[src/ced_sqrt.sv]
`default_nettype none
module ced_sqrt (
    input  wire logic        i_clk,
    input  wire logic        i_rst_n,
    input  wire logic        i_start,
    input  wire logic [20:0] i_value,
    output logic             o_busy,
    output logic [10:0]      o_root
);
    logic [21:0] r_val;
    logic [12:0] r_rem;
    logic [3:0]  r_cnt;
    logic [14:0] rem_s, trial;

    // one root bit per cycle, two radicand bits consumed each step
    always_comb begin
        rem_s = {r_rem, r_val[21:20]};
        trial = {2'b0, o_root, 2'b01};
    end

    always_ff @(posedge i_clk) begin
        if (!i_rst_n) begin
            o_busy <= 1'b0;
            r_cnt  <= '0;
        end else if (i_start) begin
            o_busy <= 1'b1;
            r_cnt  <= 4'd10;
        end else if (o_busy) begin
            if (r_cnt == 4'd0) begin
                o_busy <= 1'b0;
            end
            r_cnt <= r_cnt - 4'd1;
        end
    end

    always_ff @(posedge i_clk) begin
        if (i_start) begin
            r_val  <= {1'b0, i_value};
            r_rem  <= '0;
            o_root <= '0;
        end else if (o_busy) begin
            r_val <= {r_val[19:0], 2'b00};
            if (rem_s >= trial) begin
                r_rem  <= 13'(rem_s - trial);
                o_root <= {o_root[9:0], 1'b1};
            end else begin
                r_rem  <= rem_s[12:0];
                o_root <= {o_root[9:0], 1'b0};
            end
        end
    end
endmodule
`default_nettype wire

[config.mk]
export PLATFORM = sky130hd
export DESIGN_NAME = ced_sqrt
export DESIGN_NICKNAME = d
export VERILOG_FILES = /design/src/ced_sqrt.sv
export SDC_FILE = /design/constraint.sdc
export NUM_CORES = 1
export LEC_CHECK = 0
export BUFFER_PORTS_ARGS = -buffer_cell sky130_fd_sc_hd__clkbuf_2
export CORE_MARGIN = 2
export CORE_UTILIZATION = 54
export CTS_BUF_LIST = sky130_fd_sc_hd__clkbuf_4
export DETAILED_ROUTE_END_ITERATION = 16
export GPL_ROUTABILITY_DRIVEN = 0
export HOLD_SLACK_MARGIN = 0.05
export MAX_ROUTING_LAYER = met4
export PLACE_DENSITY = 0.8
export SYNTH_ARGS = -nofsm -noshare
export SYNTH_HDL_FRONTEND = slang
export SYNTH_SLANG_ARGS = --single-unit
[constraint.sdc]
create_clock -name i_clk -period 2 [get_ports i_clk]
set_input_delay 0.6 -clock i_clk [delete_from_list [all_inputs] [get_ports i_clk]]
set_output_delay 0.6 -clock i_clk [all_outputs]
set_load 0.03 [all_outputs]
[Yosys cells after proc, flatten, opt, wreduce, memory -nomap -nowiden]
Index checks and enable logic that the tools add are counted.
Cells by class
  $lt $le $gt $ge: 1
  add/subtract/negate cells: 2
  bitwise gates (word level): 1
  multiplexer cells: 9
  reductions and logical operators: 3
Operator list (count)
  21-bit two-way mux: 2
  15-bit by 13-bit >= comparator with 1-bit output: 1
  13-bit two-way mux: 1
  13-bit subtractor: 1
  4-bit two-way mux: 2
  4-bit zero test: 1
  1-bit two-way mux: 4
  4-bit by 1-bit subtractor with 4-bit output (second input constant): 1
  2-bit nonzero test: 1
  2-bit OR reduction: 1
  1-bit NOT: 1
Word-level totals
  input port bits: 24
  output and inout bits: 12
  logic and storage cells: 23
  register bits after elaboration: 51

[Logic depth before layout (Yosys ltp)]
  depth after elaboration: 4
  mapped depth: 10
  gate-level depth less buffers: 8

[Worst setup path before layout]
No wires, ideal clock.
  kind: register to register
  start point: reg o_root[2]
  end point: reg r_rem[8]
  path slack: -0.365 ns
  clock period less this slack: 2.365 ns
  data arrival time: 2.241 ns
  path buffers: 1
  data required time: 1.875 ns
  cell stages (with the launch flop): 10
  setup time: 0.125 ns
  cells stage by stage: dfxtp_1 -> inv_1 -> ha_1 -> nand3_2 -> or4_4 -> o211ai_2 -> o21ai_2 -> buf_2 -> a32oi_1 -> o31ai_1
Between the ends
  cells in the longest elaborated chain, start to end: 2
  elaborated cells on any way between the ends: 3
  those cells by class: add/sub (1); order compare (1); mux (1)
Ends and longest elaborated chain
  from (decl): line 8  | output logic [10:0] o_root
  from (signal assigned): line 45  | o_root <= {o_root[9:0], 1'b1};
  from (signal assigned): line 48  | o_root <= {o_root[9:0], 1'b0};
  13-bit subtractor or 15-bit by 13-bit >= comparator with 1-bit output (tied branches): line 44, 43
  13-bit two-way mux *: line 43  | if (rem_s >= trial) begin
  to (signal assigned): line 44  | r_rem <= 13'(rem_s - trial);
  to (signal assigned): line 47  | r_rem <= rem_s[12:0];
  to (decl): line 11  | logic [12:0] r_rem;
Mark *: on every way between the ends. The rest lies on a longest branch, timed or not.
A chain may end at the register's enable or synchronous reset.

[Final worst setup path]
  start point: reg o_root[4]
  end point: reg r_rem[0]
Between the ends
  cells in the longest elaborated chain, start to end: 2
Ends and longest elaborated chain (line)
  15-bit by 13-bit >= comparator with 1-bit output: 43
  13-bit two-way mux: 43
No other way between the ends.

==> results.md <==
- Outcome: complete, but fails checks
- Failing checks: negative setup slack
- Synth Register Bits: 51
- Min Hold Slack: 0.458 ns
- CTS tree: yes
- DR WL/cell: 15.5 µm
- Die footprint: 0.00577 mm²
- Final setup fails: 13
- Maximum vdd drop: 807 µV
- CP Data Required Time: 2.33 ns
- ANT cells: 0
- R2R cell count: 9
- Htree depth: 2
- Hold Startpoint: i_rst_n
- Worst Skew: roughly 0.011 ns
- Clock Sinks: just over 50
- Vias in the first global route: roughly 2400
- Worst r2r dst: r_rem[0]
- Synth Warn #: 0
- Antenna Nets Post-Route: 0
- Crit. End Element: register
- Max-cap viol count: 0
- TritonCTS buffer count: 5
- Num rows: 26
- Pin count of the biggest net entering global routing: 22
- Syn Inst Count: around 270
- Hold Crit Depth: 2
- Pwr Total: 0.00526 W
- Clock Path Buffers: 2
- Fraction of registers with async set/reset: 0
- RSZ-0062 raised after global routing: yes
- Initial DRT Pass Iterations: 4
- Mapped Area: 0.00280 mm²
- Worst-path clk slew: approximately 0.16 ns
- Worst slew pin tran: between 0.5 and 0.6 ns
- Post-synth EDFFs: 21
- PnR worst setup slack: -0.138 ns
- Unique masters post-synth: approximately 50
- Dpl hpwl: 4900 µm
- Pwr Density: 1390 mW/mm²
- Worst Setup Start Kind: register
- Seq/Total Area, Yosys: 0.440
- Core area: 0.00504 mm²
- Vias per cell: 5.45
- Post-Route WL: 6620 µm
- Total vias in the final route: 2329
- Congestion Overflow GR: 0
- Io pins: 36
- Clk_lat worst skew: 0.38 ns
- I/O Buffers: 35
- Final hold violation count: 0
- Nets: 394
- Commonest non-fill, non-tap cell in the layout: buf_4
- Starting Density: 0.555
- Fin crit period: 2.14 ns
- Fmax: 468 MHz
- Reg2reg setup slack: -0.14 ns
- Period utilisation layout: 1.07
- Critical path class: reg2reg
- Reg-to-reg startpoint: o_root[4]
- Max-slew violation count: 0
- First-pass GRT wire length: 10900 µm
- Commonest cells after routing, fill and taps aside: 58 x buf_4, 35 x clkbuf_2, 28 x nor2_1, 21 x edfxtp_1, 19 x mux2_2
- Syn_nets: between 300 and 400
- Min-Delay Endpoint: r_cnt[1]
- Die Wd: 76.0 µm
- Rel. slew slack: 0.629
- Max FO, Critical Path: 18
- # DRC: 0
- CTS root buffer: clkbuf_4
- Worst Path Arrival: 2.47 ns
- Ys flop type: dfxtp_1
- Synthesis-to-finish area growth: 34.9%
- Min-delay worst type: in2reg
- Avg Cell Area, Syn: 10.5 µm²
- GRT Util Overall: 0.244
- Initial antenna violation count: 0
- Fraction of layout cells with a size suffix above 1: 0.482
- Hold-fix buffers at CTS: 0
- Drt initial violations: 142
- Die Y: ~76 µm
- Leakage: 1.56 nW
## worst max path at each step
stage / depth (start not counted) / to / from / slack [ns]
floorplan: 9 / r_rem[4] / o_root[2] / -0.07
global placement: 9 / r_rem[0] / o_root[2] / -0.08
CTS: 9 / r_rem[0] / o_root[4] / -0.11
detailed placement: 9 / r_rem[0] / o_root[2] / -0.12
finish: 9 / r_rem[0] / o_root[4] / -0.14
global route: 9 / r_rem[0] / o_root[2] / -0.22
## sequential cells by signal, summed over array words and instances (netlist names)
| signal | count |
|---|---|
| r_val | 22 |
| r_rem | 13 |
| r_cnt | 4 |
| o_root | 11 |
| o_busy | 1 |
## stage by stage
| step | setup TNS (ns) | worst slack, ns | area (µm²) | instances | util |
|---|---|---|---|---|---|
| after floorplan | -0.468 | -0.0715 | 2970 | 267 | - |
| after global placement | -0.337 | -0.0782 | 3590 | 415 | 0.712 |
| after detailed placement | -0.885 | -0.119 | 3590 | 415 | 0.712 |
| after CTS | -0.502 | -0.112 | 3720 | 426 | 0.737 |
| after global routing | -2.04 | -0.217 | 3770 | 427 | 0.748 |
| final | -0.764 | -0.138 | 3770 | 427 | 0.748 |
## kinds of logic (layout without fill, tap and decap cells)
kind of cell	after synthesis	count (layout)	share of synthesized area
and+or+nand+nor	77	77	0.143
DFF	51	51	0.440
AOI/OAI and AO/OA	49	49	0.140
muxes	36	36	0.137
buffers and inverters	29	119	0.0421
adders and majority gates	14	14	0.0626
xor gates and xnor gates	11	11	0.0345
## worst max-delay path, cell delays in order, from the launching register on
cell	delay, ns
dfxtp_4	0.38
inv_2	0.04
ha_4	0.27
nand3_2	0.07
or4_4	0.55
o211ai_4	0.10
o21ai_4	0.10
buf_12	0.16
or3_1	0.34
nand3_1	0.07
## report_power, final
part | internal, W | switching, W
registers | 0.00124 | 0.000129
clock network | 0.000150 | 0.000347
logic | 0.00181 | 0.00159
total | 0.00320 | 0.00206
## cells in the mapped netlist, drive strengths merged, types with 2 or more instances
library cell	number	area, µm²
a2111oi	3	51.3
a211oi	7	52.6
a21boi	2	15.0
a21o	4	30.0
a21oi	4	20.0
a31oi	2	12.5
a32oi	4	35.0
and2	4	25.0
and3	2	12.5
buf	5	27.5
clkbuf	8	30.0
dfxtp	30	601
edfxtp	21	631
ha	14	175
inv	16	60.1
mux2	19	214
mux2i	17	170
nand2	12	45.0
nand2b	4	25.0
nand3	7	45.0
nand4	4	25.0
nor2	28	105
nor2b	5	31.3
nor3	2	10.0
nor3b	2	15.0
nor4b	2	17.5
o211ai	3	27.5
o21a	5	37.5
o21ai	6	37.5
o21bai	2	15.0
o311ai	2	17.5
o31ai	2	15.0
or3	2	12.5
xnor2	5	43.8
xor2	6	52.6
## final cells by class
cell class	instances	area, µm²
clock buffers	6	45.0
fillers	355	1270
flip-flops and latches	51	1270
clock inverters	2	12.5
multi-input cells	187	1660
well taps	70	87.6
inverters	16	60.1
repair buffers	95	642
## layer usage
metal	up-vias	GRT usage	wire (µm)
li1	1150	-	-
met1	1111	0.289	2870
met2	59	0.421	3390
met3	9	0.0417	268
met4	0	0.0855	85
met5	-	-	0
## repair_timing
action | 4_1_cts | 5_1_grt
setup buffers | 3 | 1
endpoints found under the hold margin | 0 | 0
gates resized for setup | 10 | 11
endpoints found under the setup margin | 14 | 14
pin swaps | 5 | 5
(Power assumes the default switching activity.)
